**src/hw/rtl/pss_pkg.sv**
```systemverilog
// ---------------------------------------------------------------------------
// pss_pkg: shared types and constants of the phrase step sequencer core
// Event codes, register indexes, step word layout and result item layout.
// ---------------------------------------------------------------------------
`default_nettype none

package pss_pkg;

  // Default sizes of the pattern store.
  localparam int DEF_MAX_STEPS    = 16;
  localparam int DEF_NUM_PATTERNS = 16;

  // The song always has sixteen entries.
  localparam int SONG_LEN = 16;
  localparam int PHRASE_W = 4;

  // Configuration port.
  localparam int CFG_IDX_W  = 2;
  localparam int CFG_DATA_W = 5;

  typedef enum logic [CFG_IDX_W-1:0] {
    REG_STEP_COUNT   = 2'd0,
    REG_PHRASE_COUNT = 2'd1
  } cfg_reg_e;

  // Event codes carried by an input word.
  typedef enum logic [3:0] {
    CMD_NONE     = 4'd0,
    CMD_RUN      = 4'd1,
    CMD_LEFT     = 4'd2,
    CMD_RIGHT    = 4'd3,
    CMD_OCT_UP   = 4'd4,
    CMD_OCT_DOWN = 4'd5,
    CMD_GATE1    = 4'd6,
    CMD_GATE2    = 4'd7,
    CMD_SLIDE    = 4'd8,
    CMD_CLOCK    = 4'd9,
    CMD_RESET    = 4'd10
  } cmd_e;

  // Knob moves larger than this are treated as jumps and edit nothing.
  localparam logic signed [16:0] KNOB_JUMP = 17'sd2;

  // Note range in twelfths and the octave move limits.
  localparam logic signed [6:0] OCTAVE_STEP  = 7'sd12;
  localparam logic signed [6:0] NOTE_UP_MAX  = 7'sd35;
  localparam logic signed [6:0] NOTE_DN_MIN  = -7'sd24;
  localparam logic signed [6:0] NOTE_OFFSET  = 7'sd36;

  // Octave number is (note + 36) / 12, done as a multiply by 43 and a shift
  // by 9, which is exact over 0..83.
  localparam int          OCT_RECIP = 43;
  localparam int          OCT_SHIFT = 9;
  localparam logic [2:0]  OCTAVE_NONE = 3'd7;

  // One step of a pattern as held in the step memory.
  typedef struct packed {
    logic signed [6:0] note;
    logic              gate1;
    logic              gate2;
    logic              slide;
  } step_word_t;

  localparam step_word_t CLEAR_WORD = '{note: 7'sd0, gate1: 1'b1, gate2: 1'b1,
                                        slide: 1'b1};

  // Work handed from the control stage to the step stage.
  typedef struct packed {
    logic [3:0] cmd;
    logic       pattern_mode;
    logic [3:0] edit_cursor;
    logic [3:0] run_cursor;
    logic       running_now;
    logic [3:0] shown_number;
  } cell_req_t;

  // One result word.
  typedef struct packed {
    logic [3:0]        edit_cursor;
    logic [3:0]        run_cursor;
    logic              running_now;
    logic [2:0]        octave_light;
    logic              gate_one_led;
    logic              gate_two_led;
    logic              slide_led;
    logic [3:0]        shown_number;
    logic signed [6:0] edit_note;
  } out_item_t;

  // Output queue sizing.
  localparam int OUTQ_DEPTH = 3;
  localparam int OUTQ_PTR_W = $clog2(OUTQ_DEPTH);
  localparam int OUTQ_CNT_W = $clog2(OUTQ_DEPTH + 1);

endpackage

`default_nettype wire

```
**src/hw/rtl/pss_ctrl.sv**
```systemverilog
// ---------------------------------------------------------------------------
// pss_ctrl: cursor, run and knob control stage
// Holds the count registers, cursors, run state, selected pattern and song
// table, updates them per accepted event or register write and issues the step memory read.
// ---------------------------------------------------------------------------
`default_nettype none

module pss_ctrl import pss_pkg::*; #(
  parameter int MAX_STEPS    = DEF_MAX_STEPS,
  parameter int NUM_PATTERNS = DEF_NUM_PATTERNS
) (
  input  wire logic                     clk,
  input  wire logic                     rst_n,
  input  wire logic                     in_accept,
  input  wire logic [3:0]               in_cmd,
  input  wire logic                     in_pattern_mode,
  input  wire logic signed [15:0]       in_knob,
  input  wire logic                     cfg_wr,
  input  wire logic [CFG_IDX_W-1:0]     cfg_index,
  input  wire logic [CFG_DATA_W-1:0]    cfg_data,
  output      logic [$clog2(NUM_PATTERNS*MAX_STEPS)-1:0] rd_addr,
  output      logic [$clog2(NUM_PATTERNS*MAX_STEPS)-1:0] sb_addr,
  output      cell_req_t                sb_req,
  output      logic                     sb_valid
);

  localparam int SW = $clog2(MAX_STEPS);
  localparam int CW = $clog2(MAX_STEPS + 1);
  localparam int PW = $clog2(NUM_PATTERNS);
  localparam int AW = $clog2(NUM_PATTERNS * MAX_STEPS);
  localparam logic signed [PW+1:0] PAT_MAX = (PW+2)'(NUM_PATTERNS - 1);

  // Configuration and control state.
  logic [CFG_DATA_W-1:0] step_count_r;
  logic [CFG_DATA_W-1:0] phrase_count_r;
  logic                  run_flag_r, run_flag_nxt;
  logic [SW-1:0]         edit_step_r, edit_step_nxt;
  logic [SW-1:0]         run_step_r, run_step_nxt;
  logic [SW-1:0]         sip_r, sip_nxt;
  logic [PHRASE_W-1:0]   edit_phrase_r, edit_phrase_nxt;
  logic [PHRASE_W-1:0]   run_phrase_r, run_phrase_nxt;
  logic [PW-1:0]         sel_pat_r, sel_pat_nxt;
  logic [PW-1:0]         song_r [SONG_LEN];
  logic [PW-1:0]         song_nxt [SONG_LEN];
  logic signed [15:0]    last_knob_r;

  // Stage register toward the step stage.
  cell_req_t             sb_req_r, req_nxt;
  logic [AW-1:0]         sb_addr_r, addr_nxt;
  logic                  sb_valid_r;

  // Working values.
  logic [CW:0]           steps_x;
  logic [CFG_DATA_W-1:0] phrases_x;
  logic [CW:0]           idx_x, run_inc, sip_inc;
  logic [CFG_DATA_W-1:0] ph_x, rp_inc;
  logic [SW-1:0]         step_left, step_right;
  logic [PHRASE_W-1:0]   phrase_left, phrase_right;
  logic [PHRASE_W-1:0]   mid_phrase;
  logic signed [16:0]    knob_diff;
  logic                  knob_edit;
  logic [PW-1:0]         knob_cur, knob_val, song_entry;
  logic signed [PW+1:0]  knob_sum;

  // Effective counts: zero reads as one, large values saturate.
  always_comb begin
    if (step_count_r == '0) begin
      steps_x = (CW+1)'(1);
    end else if (32'(step_count_r) > 32'(MAX_STEPS)) begin
      steps_x = (CW+1)'(MAX_STEPS);
    end else begin
      steps_x = (CW+1)'(step_count_r);
    end
    if (phrase_count_r == '0) begin
      phrases_x = CFG_DATA_W'(1);
    end else if (32'(phrase_count_r) > 32'(SONG_LEN)) begin
      phrases_x = CFG_DATA_W'(SONG_LEN);
    end else begin
      phrases_x = phrase_count_r;
    end
  end

  // Cursor moves with wraparound within the count.
  always_comb begin
    idx_x = (CW+1)'(edit_step_r);
    ph_x  = CFG_DATA_W'(edit_phrase_r);
    if (idx_x == '0 || idx_x > steps_x) begin
      step_left = SW'(steps_x - (CW+1)'(1));
    end else begin
      step_left = SW'(idx_x - (CW+1)'(1));
    end
    if (idx_x + (CW+1)'(1) >= steps_x) begin
      step_right = '0;
    end else begin
      step_right = SW'(idx_x + (CW+1)'(1));
    end
    if (ph_x == '0 || ph_x > phrases_x) begin
      phrase_left = PHRASE_W'(phrases_x - CFG_DATA_W'(1));
    end else begin
      phrase_left = PHRASE_W'(ph_x - CFG_DATA_W'(1));
    end
    if (ph_x + CFG_DATA_W'(1) >= phrases_x) begin
      phrase_right = '0;
    end else begin
      phrase_right = PHRASE_W'(ph_x + CFG_DATA_W'(1));
    end
    run_inc = (CW+1)'(run_step_r) + (CW+1)'(1);
    sip_inc = (CW+1)'(sip_r) + (CW+1)'(1);
    rp_inc  = CFG_DATA_W'(run_phrase_r) + CFG_DATA_W'(1);
  end

  // Next state for one event.
  always_comb begin
    run_flag_nxt    = run_flag_r;
    edit_step_nxt   = edit_step_r;
    run_step_nxt    = run_step_r;
    sip_nxt         = sip_r;
    edit_phrase_nxt = edit_phrase_r;
    run_phrase_nxt  = run_phrase_r;
    sel_pat_nxt     = sel_pat_r;
    song_nxt        = song_r;

    // Run toggle and cursor moves come first.
    case (in_cmd)
      CMD_RUN: begin
        run_flag_nxt = !run_flag_r;
      end
      CMD_LEFT: begin
        if (in_pattern_mode) begin
          edit_step_nxt = step_left;
        end else begin
          edit_phrase_nxt = phrase_left;
        end
      end
      CMD_RIGHT: begin
        if (in_pattern_mode) begin
          edit_step_nxt = step_right;
        end else begin
          edit_phrase_nxt = phrase_right;
        end
      end
      default: ;
    endcase
    mid_phrase = edit_phrase_nxt;

    // Small knob moves edit the pattern number or the song entry.
    knob_diff  = $signed({in_knob[15], in_knob}) - $signed({last_knob_r[15], last_knob_r});
    knob_edit  = (knob_diff != '0) && (knob_diff >= -KNOB_JUMP) && (knob_diff <= KNOB_JUMP);
    knob_cur   = in_pattern_mode ? sel_pat_r : song_r[mid_phrase];
    knob_sum   = $signed({2'b00, knob_cur}) + $signed(knob_diff[PW+1:0]);
    if (knob_sum < 0) begin
      knob_val = '0;
    end else if (knob_sum > PAT_MAX) begin
      knob_val = PW'(PAT_MAX);
    end else begin
      knob_val = PW'(knob_sum);
    end
    song_entry = song_r[mid_phrase];
    if (knob_edit) begin
      if (in_pattern_mode) begin
        sel_pat_nxt = knob_val;
      end else begin
        song_nxt[mid_phrase] = knob_val;
        song_entry           = knob_val;
      end
    end

    // Clock advance and cursor reset.
    case (in_cmd)
      CMD_CLOCK: begin
        if (run_flag_r) begin
          if (in_pattern_mode) begin
            run_step_nxt = (run_inc >= steps_x) ? '0 : SW'(run_inc);
          end else if (sip_inc >= steps_x) begin
            sip_nxt        = '0;
            run_phrase_nxt = (rp_inc >= phrases_x) ? '0 : PHRASE_W'(rp_inc);
          end else begin
            sip_nxt = SW'(sip_inc);
          end
        end
      end
      CMD_RESET: begin
        edit_step_nxt   = '0;
        run_step_nxt    = '0;
        edit_phrase_nxt = '0;
        run_phrase_nxt  = '0;
      end
      default: ;
    endcase

    // Work for the step stage; the song entry at phrase zero is unedited
    // when a cursor reset moved the edit phrase away from the knob edit.
    req_nxt.cmd          = in_cmd;
    req_nxt.pattern_mode = in_pattern_mode;
    req_nxt.edit_cursor  = in_pattern_mode ? 4'(edit_step_nxt) : edit_phrase_nxt;
    req_nxt.run_cursor   = in_pattern_mode ? 4'(run_step_nxt) : run_phrase_nxt;
    req_nxt.running_now  = run_flag_nxt;
    if (in_pattern_mode) begin
      req_nxt.shown_number = 4'(sel_pat_nxt);
    end else if (edit_phrase_nxt == mid_phrase) begin
      req_nxt.shown_number = 4'(song_entry);
    end else begin
      req_nxt.shown_number = 4'(song_r[0]);
    end
    addr_nxt = AW'(sel_pat_nxt) * AW'(MAX_STEPS) + AW'(edit_step_nxt);
  end

  // Control state registers.
  always_ff @(posedge clk) begin
    if (!rst_n) begin
      step_count_r   <= CFG_DATA_W'(16);
      phrase_count_r <= CFG_DATA_W'(1);
      run_flag_r     <= 1'b0;
      edit_step_r    <= '0;
      run_step_r     <= '0;
      sip_r          <= '0;
      edit_phrase_r  <= '0;
      run_phrase_r   <= '0;
      sel_pat_r      <= '0;
      last_knob_r    <= '0;
      sb_valid_r     <= 1'b0;
      for (int i = 0; i < SONG_LEN; i++) begin
        song_r[i] <= '0;
      end
    end else begin
      if (cfg_wr) begin
        unique case (cfg_index)
          REG_STEP_COUNT:   step_count_r   <= cfg_data;
          REG_PHRASE_COUNT: phrase_count_r <= cfg_data;
          default: ;
        endcase
      end
      if (in_accept) begin
        run_flag_r    <= run_flag_nxt;
        edit_step_r   <= edit_step_nxt;
        run_step_r    <= run_step_nxt;
        sip_r         <= sip_nxt;
        edit_phrase_r <= edit_phrase_nxt;
        run_phrase_r  <= run_phrase_nxt;
        sel_pat_r     <= sel_pat_nxt;
        last_knob_r   <= in_knob;
        song_r        <= song_nxt;
      end
      sb_valid_r <= in_accept;
    end
  end

  // Stage payload.
  always_ff @(posedge clk) begin
    if (in_accept) begin
      sb_req_r  <= req_nxt;
      sb_addr_r <= addr_nxt;
    end
  end

  assign rd_addr  = addr_nxt;
  assign sb_addr  = sb_addr_r;
  assign sb_req   = sb_req_r;
  assign sb_valid = sb_valid_r;

endmodule

`default_nettype wire

```
**config.mk**
```make
export PLATFORM = sky130hd
export DESIGN_NAME = pss_ctrl
export DESIGN_NICKNAME = d
export VERILOG_FILES = /design/src/hw/rtl/pss_pkg.sv /design/src/hw/rtl/pss_ctrl.sv
export SDC_FILE = /design/constraint.sdc
export NUM_CORES = 1
export LEC_CHECK = 0
export BUFFER_PORTS_ARGS = -buffer_cell sky130_fd_sc_hd__buf_2
export CORE_UTILIZATION = 35
export CTS_BUF_LIST = sky130_fd_sc_hd__clkbuf_16
export CTS_CLUSTER_SIZE = 28
export DETAILED_ROUTE_END_ITERATION = 7
export SYNTH_ARGS = -nofsm -noshare
export SYNTH_HDL_FRONTEND = slang
export SYNTH_SLANG_ARGS = --single-unit
```
**constraint.sdc**
```tcl
create_clock -name clk -period 8.8 [get_ports clk]
set_input_delay 0.44 -clock clk [delete_from_list [all_inputs] [get_ports clk]]
set_output_delay 0.44 -clock clk [all_outputs]
set_load 0.02 [all_outputs]
```
Yosys cells after proc, flatten, opt, wreduce, memory -nomap -nowiden
Index checks and enable logic that the tools add are counted.
- latch bits: 0
- flip-flop bits (word level): 142
- memory bits (read-only): 0
- output and inout port bits: 35
- memories: 0
- memory bits (writable): 0
- add/sub/neg operators: 12
- shift operators: 0
- equality and inequality tests: 7
- div/mod/pow operators: 0
- multiply operators: 0
- order comparisons: 15
- bitwise logic cells: 2
- reduce and logical (&&, ||, !) cells: 16
- muxes and demuxes: 43
- operators by type and width (kind ; number):
    two-way mux 4 bit ; 31
    bitwise mux 64 bit ; 1
    case mux 4 bit (2 select lines) ; 4
    adder 4 x 1 -> 5 bit, second input constant ; 5
    >= comparator 5 bit ; 5
    two-way mux 5 bit ; 4
    >= comparator 17 x 2 -> 1 bit, second input constant ; 1
    less-or-equal comparator 17 x 3 -> 1 bit, second input constant ; 1
    nonzero test 17 bit ; 1
    subtractor 16 x 16 -> 17 bit ; 1
    binary-select mux 4 bit (select 4 bit) ; 1
    demux 4 bit (select 4 bit) ; 1
    subtractor 4 x 1 -> 4 bit, second input constant ; 4
    > comparator 4 x 5 -> 1 bit ; 2
    > comparator 5 bit, second input constant ; 2
    zero test 5 bit ; 2
    adder 8 x 4 -> 8 bit ; 1
    equality test 4 x 2 -> 1 bit, second input constant ; 2
    equality test 4 bit, second input constant ; 2
    zero test 4 bit ; 2
    adder 5 x 6 -> 6 bit ; 1
    > comparator 6 x 5 -> 1 bit, second input constant ; 1
    < comparator 6 x 1 -> 1 bit, second input constant ; 1
    >= comparator 5 bit, second input constant ; 1
    other kinds (14) ; 18

Depth between registers and ports, before layout
Gate-level depths: netlist of the first run.
- depth in word-level cells: 20
- depth in mapped cells: 28

Least setup slack after synthesis of the first run
Ideal clock, no wire load.
- path kind: reg2out
- from: register phrase_count_r[1]
- to: output rd_addr[7]
- required time: 8360 ps
- path buffers: 1
- cell stages (with the launch flop): 26
- arrival: 5055 ps
- path slack: 3305 ps
- cells stage by stage: dfxtp_1 -> nor3_1 -> o21ai_0 -> inv_1 -> ha_1 -> a41oi_1 -> nor2_1 -> a21oi_2 -> nor2_1 -> a31oi_1 -> ha_1 -> o31ai_2 -> clkbuf_1 -> a22oi_1 -> mux2_1 -> o211ai_1 -> nand4_1 -> o21ai_0 -> ha_1 -> a21o_1 -> a21oi_1 -> nor2b_1 -> o21ai_0 -> xnor2_1 -> o21a_1 -> mux2_2
- cells in the longest elaborated chain, start to end: 20
- ends and longest elaborated chain (item ; line ; text):
    from (decl) ; pss_ctrl.sv:35 ; logic [CFG_DATA_W-1:0] phrase_count_r;
    from (signal assigned) ; pss_ctrl.sv:229 ; REG_PHRASE_COUNT: phrase_count_r <= cfg_data;
    > comparator 5 bit ; pss_ctrl.sv:76 ; end else if (32'(phrase_count_r) > 32'(SONG_LEN)) begin
    two-way mux 5 bit ; pss_ctrl.sv:76 ;
    two-way mux 5 bit (*) ; pss_ctrl.sv:74 ; if (phrase_count_r == '0) begin
    > comparator 4 x 5 -> 1 bit ; pss_ctrl.sv:97 ; if (ph_x == '0 || ph_x > phrases_x) begin
    logical OR 1 bit ; pss_ctrl.sv:97 ;
    two-way mux 4 bit ; pss_ctrl.sv:97 ;
    two-way mux 4 bit ; pss_ctrl.sv:129 ; if (in_pattern_mode) begin
    case mux 4 bit (2 select lines) (*) ; pss_ctrl.sv:124 ; case (in_cmd)
    [4 not listed] ; n/a ;
    two-way mux 4 bit (*) ; pss_ctrl.sv:149 ; knob_cur = in_pattern_mode ? sel_pat_r : song_r[mid_phrase];
    adder 5 x 6 -> 6 bit (*) ; pss_ctrl.sv:150 ; knob_sum = $signed({2'b00, knob_cur}) + $signed(knob_diff[PW+1:0]);
    > comparator 6 x 5 -> 1 bit ; pss_ctrl.sv:153 ; end else if (knob_sum > PAT_MAX) begin
    two-way mux 4 bit ; pss_ctrl.sv:153 ;
    two-way mux 4 bit (*) ; pss_ctrl.sv:151 ; if (knob_sum < 0) begin
    two-way mux 4 bit (*) ; pss_ctrl.sv:160 ; if (in_pattern_mode) begin
    two-way mux 4 bit (*) ; pss_ctrl.sv:159 ; if (knob_edit) begin
    adder 8 x 4 -> 8 bit (*) ; pss_ctrl.sv:205 ; addr_nxt = AW'(sel_pat_nxt) * AW'(MAX_STEPS) + AW'(edit_step_nxt);
    to (decl) ; pss_ctrl.sv:21 ; output logic [$clog2(NUM_PATTERNS*MAX_STEPS)-1:0] rd_addr,
Mark *: on every way between the ends. The rest lies on a longest branch, timed or not. The select of a mux whose other input is x is not followed.

Worst setup path in the final report of the first run
- from: register phrase_count_r[4]
- to: output rd_addr[7]
Same word-level chain as after synthesis.

==> results of run 1 <==
where the power goes:
part           switching (mW)  total, mW  leakage (nW)  internal [mW]
Combinational           0.156      0.243          3.09         0.0875
Sequential            0.00915      0.688          1.20          0.678
Clock                   0.297      0.686         0.285          0.389
area by class of cell:
class                   instances  area share
clock inverters                15      0.0120
flip-flops and latches        142       0.301
inverters                      46      0.0168
well taps                     330      0.0401
multi-input cells             758       0.553
repair buffers                 70      0.0352
clock buffers                  17      0.0413
sequential cells by signal (all words and copies together) (netlist names):
register / flops
song_r: 64
sb_req: 18
last_knob_r: 16
sb_addr: 8
phrase_count_r: 5
step_count_r: 5
edit_phrase_r: 4
edit_step_r: 4
run_phrase_r: 4
run_step_r: 4
sel_pat_r: 4
sip_r: 4
run_flag_r: 1
sb_valid: 1
Yosys cell counts, drive strengths merged (3+ instances only):
cell / n / share of area
nand3b: 6 / 0.0049
nand3: 36 / 0.036
nand2: 114 / 0.047
and3: 8 / 0.0054
mux2i: 123 / 0.13
mux2: 19 / 0.023
nor2: 70 / 0.029
a2111oi: 3 / 0.0035
inv: 45 / 0.018
edfxtp: 26 / 0.085
xnor2: 17 / 0.016
o21a: 13 / 0.011
buf: 14 / 0.014
o211ai: 17 / 0.014
o21ai: 31 / 0.018
ha: 62 / 0.084
nor3b: 4 / 0.0050
dfxtp: 116 / 0.25
a22oi: 33 / 0.028
nor4: 4 / 0.0027
a221oi: 3 / 0.0029
a21o: 18 / 0.015
a22o: 4 / 0.0038
nor3: 12 / 0.011
xor2: 9 / 0.0086
nand4: 10 / 0.0068
a21oi: 41 / 0.023
nand4b: 4 / 0.0038
clkbuf: 31 / 0.013
a31oi: 4 / 0.0027
nor2b: 11 / 0.0075
or3: 7 / 0.0048
a211oi: 12 / 0.0098
o22ai: 7 / 0.0048
nand2b: 12 / 0.0082
and2: 6 / 0.0041
routing by layer:
layer | global-route usage | share of wire | vias to the layer above | wire length [um]
li1 | - | - | 3713 | -
met1 | 0.245 | 0.51 | 3559 | 11600
met2 | 0.272 | 0.43 | 180 | 9810
met3 | 0.0354 | 0.051 | 21 | 1160
met4 | 0.0463 | 0.014 | 0 | 331
met5 | 0 | 0 | - | 0
cells by family (layout without fill, tap and decap cells):
group | count (synthesis) | count (layout) | synth area share
flops | 142 | 142 | 0.337
compound gates | 215 | 215 | 0.165
fa+ha+maj | 64 | 64 | 0.0887
simple gates | 311 | 311 | 0.182
xor+xnor | 26 | 26 | 0.0247
mux | 142 | 142 | 0.157
buf+inv | 91 | 148 | 0.0453
stage by stage:
stage	power, mW	hold WS (ns)
after floorplan	0.873	0.438
after global placement	0.940	0.446
after detailed placement	0.942	0.453
after CTS	1.63	0.242
after global routing	1.69	0.250
final	1.62	0.257
path summary, 6_finish.rpt:
kind                startpoint                end  slack (ns)  cells past startpoint
max          phrase_count_r[4]         rd_addr[7]        1.45                     25
min                cfg_data[0]  phrase_count_r[0]        0.26                      3
max reg2reg  phrase_count_r[4]          song_r[0]        1.79                     26
min reg2reg         song_r[15]         song_r[15]        0.46                      2
tightest hold or removal path: stages:
cell and delay [ns]:
buf_2 0.09, mux2i_1 0.06, nand2_1 0.05
==> impl_metrics.json, run 1 <==
{
  "antenna_found_initial": 0,
  "synth-warning-count": 0,
  "drt_iter0_drc": 394,
  "die_w_um": 164,
  "num_vias": 7473,
  "worst_pin_slew_ns": 1.14,
  "rows": 58,
  "slowest_stage": "o31ai_4",
  "grt-ovfl-total": 0,
  "dpl-instance-area_um2": 9750,
  "async_flop_share": 0,
  "routed_wl_um": 22800,
  "num-fill-cells": 2538,
  "final_cell_count_no_fill": 1378,
  "skew_ns": 0.0129,
  "cts-root-buf": "clkbuf_16",
  "finalNetCount": 1131,
  "worst-path-max-fanout": 39,
  "drc": 0,
  "dieArea_um2": 26900,
  "syn_avg_cell_area_um2": 9.28,
  "min_path_type": "in -> reg",
  "syn2layout_area_growth_pct": 11.9,
  "synth_top_flop_cell": "dfxtp_1",
  "placedCellCount": 1346,
  "cp-end-kind": "output pin",
  "tns_ns": 0,
  "path_buf_inv": 3,
  "grt_pass1_wl_um": 37400,
  "critPathMostFrequentCell": "ha_1",
  "grt_max_degree": 75,
  "crit_required_ns": 8.36,
  "wire_per_inst_um": 16.6,
  "layout_common_cells": "123 x mux2i_1, 116 x dfxtp_1, 114 x nand2_1, 70 x nor2_1, 65 x buf_2",
  "hpwl_um": 16100,
  "postCtsHoldBufs": 0,
  "seq_area_frac_synth": 0.337,
  "setup_viol": 0,
  "pin_count": 67,
  "final_common_cell": "mux2i_1",
  "finalMaxSlewViolations": 0,
  "crit_arrival_ns": 6.91,
  "regArea_um2": 3100,
  "ys_types": 82,
  "cts_sinks": 142,
  "crit_path_start_kind": "flip-flop",
  "critical_path.top_delay_family": "compound AO/OA/AOI/OAI gates",
  "firstDrtPassIters": 7,
  "drive_gt1_frac": 0.143,
  "multi_input_area_um2": 5700,
  "final.setup.worst_slack_ns": 1.45,
  "dp_slack_ns": 1.91,
  "grt_pass1_vias": 7146,
  "cts_buffers": 17,
  "crit_path_max_incr_delay_ns": 0.95,
  "final_core_util": 0.404,
  "rsz0062_at_grt": "no",
  "max_freq_mhz": 136,
  "hold_viol": 0,
  "powerDensity_nw_per_um2": 157,
  "drv_cap": 0,
  "cts_resized": 0,
  "clk_pin_slew_worst_paths_ns": 0.06,
  "synth-edff-count": 26,
  "htree_levels": 4,
  "syn-cell-area_um2": 9200,
  "grt_usage": 0.175,
  "antenna_left": 0,
  "status": "finished, final reports clean",
  "viasPerCell": 5.42,
  "gp_congestion": 0.875,
  "diodes": 0,
  "peakVddDrop_uv": 120,
  "period_share": 0.835,
  "synth_cells": 991,
  "die_h_um": 164,
  "layout_min_cycle_time_ns": 7.35,
  "core_um2": 25500,
  "stdcell_area_um2": 10300,
  "cts_setup_buffers": 0,
  "cts_buffer_depth": 2,
  "clk_latency_ns": 0.42,
  "crit_type": "reg -> out",
  "p_leak_nw": 4.58,
  "syn_nets": 1087,
  "initial_core_util": 0.361,
  "cts_tree": "built",
  "io_buffers": 66,
  "ys_ff_latch": 142,
  "relSlewSlack": 0.241
}
Power figures use the tool's default switching activity.
==> run 2: changes to the inputs <==
==> constraint.sdc (replaced) <==
create_clock -name clk -period 7.7 [get_ports clk]
set_input_delay 0.385 -clock clk [delete_from_list [all_inputs] [get_ports clk]]
set_output_delay 0.385 -clock clk [all_outputs]
set_load 0.02 [all_outputs]
==> run 2 against run 1 <==
Compared with the run above:
- register-to-register slack worse by 0.86 ns
- non-clock buffer count is 3 higher
- via count is 0.71% higher
- hold slack worse by 0.053 ns
- largest power group is now the clock network
- critical endpoint is now rd_addr[4]
==> impl_metrics.json, run 2 (synthesis gave the netlist of run 1 again) <==
{
  "status": "finished, final reports clean",
  "drt_iter0_drc": 445,
  "crit_path_max_incr_delay_ns": 0.89,
  "antenna_found_initial": 0,
  "worst_pin_slew_ns": 1.11,
  "diodes": 0,
  "fin_total_pwr_mw": 1.91,
  "cp-end-kind": "output pin",
  "regToRegSetupSlack_ns": 0.93,
  "r2r-end": "song_r[48]",
  "critical_path.top_delay_family": "compound AO/OA/AOI/OAI gates",
  "final_cell_count_no_fill": 1381,
  "relSlewSlack": 0.260,
  "fin_hold_ws_ns": 0.203,
  "min_path_type": "in -> reg",
  "largest_reg_flops": 64,
  "slowest_stage": "nor2b_4",
  "cts_buffers": 17,
  "tns_ns": 0,
  "antenna_left": 0,
  "top_layer": "met4",
  "p_leak_nw": 4.60,
  "r2r-start": "phrase_count_r[4]",
  "crit_required_ns": 7.32,
  "layout_min_cycle_time_ns": 7.07,
  "crit_path_start_kind": "flip-flop",
  "firstDrtPassIters": 5,
  "powerDensity_nw_per_um2": 184,
  "pin_count": 67,
  "rsz0062_at_grt": "no",
  "num-fill-cells": 2507,
  "crit_type": "reg -> out",
  "finalNetCount": 1134,
  "grt_pass1_wl_um": 38000,
  "worst-path-max-fanout": 39,
  "grt_max_degree": 79,
  "hpwl_um": 16400,
  "cts_setup_buffers": 0,
  "layout_common_cells": "123 x mux2i_1, 116 x dfxtp_1, 114 x nand2_1, 70 x nor2_1, 65 x buf_2",
  "cts_sinks": 142,
  "regMostFlops": "song_r",
  "postCtsHoldBufs": 0,
  "grt_usage": 0.178,
  "syn2layout_area_growth_pct": 12.8,
  "hold_depth": 3,
  "cts_buffer_depth": 2,
  "crit_arrival_ns": 6.69,
  "dr_wl_met3_um": 1200,
  "drv_cap": 0,
  "final_common_cell": "mux2i_1",
  "num_vias": 7526,
  "gp_congestion": 0.880,
  "cts_resized": 0,
  "wire_per_inst_um": 16.7,
  "setup_viol": 0,
  "skew_ns": 0.0100,
  "drive_gt1_frac": 0.148,
  "hold_viol": 0,
  "clk_pin_slew_worst_paths_ns": 0.06,
  "period_share": 0.919,
  "ff2ff_path_depth": 25,
  "drc": 0,
  "die_h_um": 164,
  "min_to": "phrase_count_r[0]",
  "cts_tree": "built",
  "core_um2": 25500,
  "grt_pass1_vias": 7287,
  "die_w_um": 164,
  "placedCellCount": 1349,
  "io_buffers": 66,
  "peakVddDrop_uv": 123,
  "initial_core_util": 0.361,
  "grt-ovfl-total": 0,
  "htree_levels": 4,
  "dr_wl_met2_um": 10300,
  "routed_wl_um": 23000,
  "cts-root-buf": "clkbuf_16",
  "m1WireLength_um": 11300,
  "rows": 58,
  "viasPerCell": 5.45,
  "min-delay-start": "cfg_data[0]",
  "dieArea_um2": 26900,
  "path_buf_inv": 3,
  "max_freq_mhz": 141,
  "finalMaxSlewViolations": 0,
  "clk_latency_ns": 0.43
}
==> run 2: how the worst max path moves through the flow <==
stage / start / end / slack (ns) / cells past startpoint
detailed placement: phrase_count_r[4] / song_r[44] / 0.95 / 25
global placement: phrase_count_r[1] / song_r[44] / 1.20 / 25
global route: phrase_count_r[1] / rd_addr[4] / 0.006 / 25
floorplan: phrase_count_r[1] / rd_addr[7] / 2.26 / 25
CTS: phrase_count_r[4] / rd_addr[4] / 0.65 / 25
finish: phrase_count_r[4] / rd_addr[4] / 0.63 / 25
==> run 2: power by group <==
| group | switching, mW | internal, mW | total (mW) |
|---|---|---|---|
| sequential | 0.0106 | 0.775 | 0.786 |
| combinational | 0.177 | 0.0999 | 0.277 |
| clock | 0.350 | 0.501 | 0.851 |
| total | 0.538 | 1.38 | 1.91 |
==> run 2: routing by layer <==
metal  up-vias  GRT usage
met2       210      0.282
met5         -          0
met4         0     0.0505
li1       3730          -
met1      3565      0.247
met3        21     0.0290
==> run 2: through the flow <==
stage	setup WS (ns)	utilization	instance area, um2
2_1_floorplan	2.26	-	9200
5_1_grt	0.00558	0.407	10400
3_5_place_dp	0.946	0.384	9770
3_3_place_gp	1.20	0.384	9770
4_1_cts	0.653	0.407	10400
6_report	0.627	0.407	10400
==> run 2: cell type report <==
| cell class | count | area [um2] | area share |
|---|---|---|---|
| inverter | 46 | 173 | 0.0166 |
| timing repair buffer | 73 | 385 | 0.0371 |
| clock inverter | 14 | 153 | 0.0147 |
| sequential | 142 | 3100 | 0.299 |
| tap | 330 | 413 | 0.0398 |
| clock buffer | 18 | 450 | 0.0434 |
| multi-input combinational | 758 | 5700 | 0.549 |
==> run 2: worst register-to-register path: cells and delay by family, from the launching register on <==
kind                     cells  cell delay (ns)
AO/OA/AOI/OAI               12             2.44
AND/OR/NAND/NOR              5             1.65
adder cells (fa/ha/maj)      3             0.97
multiplexers                 2             0.69
flip-flops                   1             0.43
buffers and inverters        2             0.32
XOR/XNOR                     1             0.22
==> run 3: changes to the inputs <==
--- a/config.mk
+++ b/config.mk
@@ -10,6 +10,7 @@
 export CTS_BUF_LIST = sky130_fd_sc_hd__clkbuf_16
 export CTS_CLUSTER_SIZE = 28
 export DETAILED_ROUTE_END_ITERATION = 7
+export PLACE_DENSITY = 0.56
 export SYNTH_ARGS = -nofsm -noshare
 export SYNTH_HDL_FRONTEND = slang
 export SYNTH_SLANG_ARGS = --single-unit
==> constraint.sdc (replaced) <==
create_clock -name clk -period 7.7 [get_ports clk]
set_input_delay 0.77 -clock clk [delete_from_list [all_inputs] [get_ports clk]]
set_output_delay 0.77 -clock clk [all_outputs]
set_load 0.02 [all_outputs]
==> run 3 against run 2 <==
Compared with the run above:
- routed wire length is 4.4% higher
- cell area increased by 0.40%
- setup slack lost 0.042 ns
- core utilization up 0.16 points
- sequential power is essentially flat
- clock skew grew 0.0052 ns
- sequential share of layout area down 0.12 points
==> impl_metrics.json, run 3 (synthesis gave the netlist of run 1 again) <==
{
  "multi_input_area_um2": 5720,
  "min_path_type": "reg -> reg",
  "tns_ns": 0,
  "internal-power_mw": 1.35,
  "die_h_um": 164,
  "top_layer": "met4",
  "viasPerCell": 5.42,
  "dp_slack_ns": 0.730,
  "grt_usage": 0.183,
  "routed_wl_um": 24000,
  "cts_sinks": 142,
  "cp-end-kind": "output pin",
  "gp_congestion": 0.832,
  "dr_wl_met3_um": 1180,
  "num_vias": 7509,
  "final_core_util": 0.409,
  "grt_max_degree": 71,
  "dieArea_um2": 26900,
  "dr_wl_met2_um": 10500,
  "drv_cap": 0,
  "worst-path-max-fanout": 18,
  "postCtsHoldBufs": 0,
  "regMostFlops": "song_r",
  "peakVddDrop_uv": 128,
  "dpl-instance-area_um2": 9770,
  "p_sw_mw": 0.565,
  "final.setup.worst_slack_ns": 0.585,
  "grt-ovfl-total": 0,
  "pwr-share-clk": 0.444,
  "powerDensity_nw_per_um2": 184,
  "wire_per_inst_um": 17.3,
  "worst_pin_slew_ns": 0.957,
  "skew_ns": 0.0152,
  "grt_pass1_vias": 7259,
  "crit_required_ns": 6.93,
  "finalNetCount": 1139,
  "min-delay-start": "song_r[6]",
  "rows": 58,
  "crit_path_start_kind": "flip-flop",
  "num-fill-cells": 2507,
  "m1WireLength_um": 12100,
  "core_um2": 25500,
  "largest_reg_flops": 64,
  "syn2layout_area_growth_pct": 13.2,
  "clk_latency_ns": 0.43,
  "antenna_left": 0,
  "power_frac_comb": 0.146,
  "antenna_found_initial": 0,
  "stdcell_area_um2": 10400,
  "rsz0062_at_grt": "no",
  "layout_min_cycle_time_ns": 7.11,
  "r2r-end": "song_r[47]",
  "p_leak_nw": 4.64,
  "finalMaxSlewViolations": 0,
  "final_cell_count_no_fill": 1386,
  "min_to": "song_r[6]",
  "period_share": 0.924,
  "r2r-start": "phrase_count_r[4]",
  "htree_levels": 4,
  "setup_viol": 0,
  "grt_pass1_wl_um": 38500,
  "pwr-share-seq": 0.410,
  "relSlewSlack": 0.362,
  "cts-root-buf": "clkbuf_16",
  "cts_buffers": 17,
  "hpwl_um": 16700,
  "firstDrtPassIters": 5,
  "cts_tree": "built",
  "drc": 0,
  "diodes": 0,
  "final_common_cell": "mux2i_1",
  "initial_core_util": 0.361,
  "drt_iter0_drc": 405,
  "switching_share": 0.295,
  "max_freq_mhz": 141,
  "crit_arrival_ns": 6.34,
  "ff2ff_path_depth": 26,
  "hold_viol": 0,
  "io_buffers": 66,
  "placedCellCount": 1349,
  "clk_pin_slew_worst_paths_ns": 0.06,
  "regToRegSetupSlack_ns": 1.22,
  "status": "finished, final reports clean",
  "layout_common_cells": "123 x mux2i_1, 116 x dfxtp_1, 114 x nand2_1, 70 x nor2_1, 65 x buf_2",
  "hold_depth": 2,
  "regArea_um2": 3100,
  "crit_type": "reg -> out",
  "cts_buffer_depth": 2,
  "pin_count": 67,
  "die_w_um": 164,
  "drive_gt1_frac": 0.153
}
-- run 3: changes by cell type in the layout (fill, tap and decap cells not counted) --
cell / previous run / this run
clkinv_4: 4 / 2
inv_6: 3 / 4
clkinv_8: 0 / 1
bufinv_16: 2 / 1
nor2b_4: 1 / 2
buf_4: 8 / 11
clkinv_1: 2 / 1
inv_8: 1 / 3
nor2b_2: 0 / 1
-- run 3: through the flow --
stage	total power [mW]	hold slack [ns]
2_1_floorplan	0.998	0.438
3_3_place_gp	1.08	0.447
3_5_place_dp	1.08	0.454
4_1_cts	1.93	0.464
5_1_grt	1.99	0.479
6_report	1.92	0.462
-- run 3: layout make-up --
| class | instances | area share |
|---|---|---|
| timing repair buffer | 76 | 0.0392 |
| multi-input combinational | 760 | 0.549 |
| inverter | 46 | 0.0166 |
| sequential | 142 | 0.298 |
| tap | 330 | 0.0396 |
| clock buffer | 18 | 0.0432 |
| clock inverter | 14 | 0.0143 |
-- run 3: worst max-delay path, stage by stage, from the launching register on --
cell	delay [ns]
dfxtp_1	0.44
inv_1	0.15
o21ai_0	0.16
inv_1	0.15
ha_1	0.33
a41oi_1	0.25
nor2_1	0.09
a21oi_2	0.27
nor2_1	0.08
a31oi_1	0.18
ha_1	0.29
o31ai_4	0.40
buf_4	0.33
a22oi_1	0.12
mux2_1	0.30
o211ai_1	0.10
nand4_1	0.17
o21ai_0	0.36
ha_1	0.30
a21o_1	0.16
a21oi_1	0.27
nor2b_1	0.07
o21ai_0	0.19
xnor2_1	0.21
o21a_1	0.22
mux2_2	0.18
buf_2	0.16
-- run 3: worst max-delay path by stage --
stage,start,endpoint,slack [ns],depth (start not counted)
after CTS,phrase_count_r[4],rd_addr[7],0.27,25
after global routing,phrase_count_r[1],rd_addr[7],0.02,26
after global placement,phrase_count_r[4],rd_addr[7],0.96,25
final,phrase_count_r[4],rd_addr[7],0.59,26
after floorplan,phrase_count_r[1],rd_addr[7],1.88,25
after detailed placement,phrase_count_r[4],rd_addr[7],0.73,25
-- run 3: timing repair --
action	CTS	global route
endpoints found under the setup margin	0	4
buffers inserted	0	3
gates resized for setup	0	1
-- run 3: power by group through the flow --
| stage | Sequential [mW] | Combinational [mW] | Clock (mW) |
|---|---|---|---|
| floorplan | 0.812 | 0.186 | 0 |
| global placement | 0.802 | 0.276 | 0 |
| detailed placement | 0.803 | 0.277 | 0 |
| CTS | 0.786 | 0.279 | 0.864 |
| global route | 0.788 | 0.311 | 0.895 |
| finish | 0.786 | 0.280 | 0.851 |
-- run 3: metal layers --
layer | global-route usage | vias up
met1 | 0.256 | 3579
li1 | - | 3737
met3 | 0.0374 | 15
met4 | 0.0421 | 0
met2 | 0.285 | 178
met5 | 0 | -
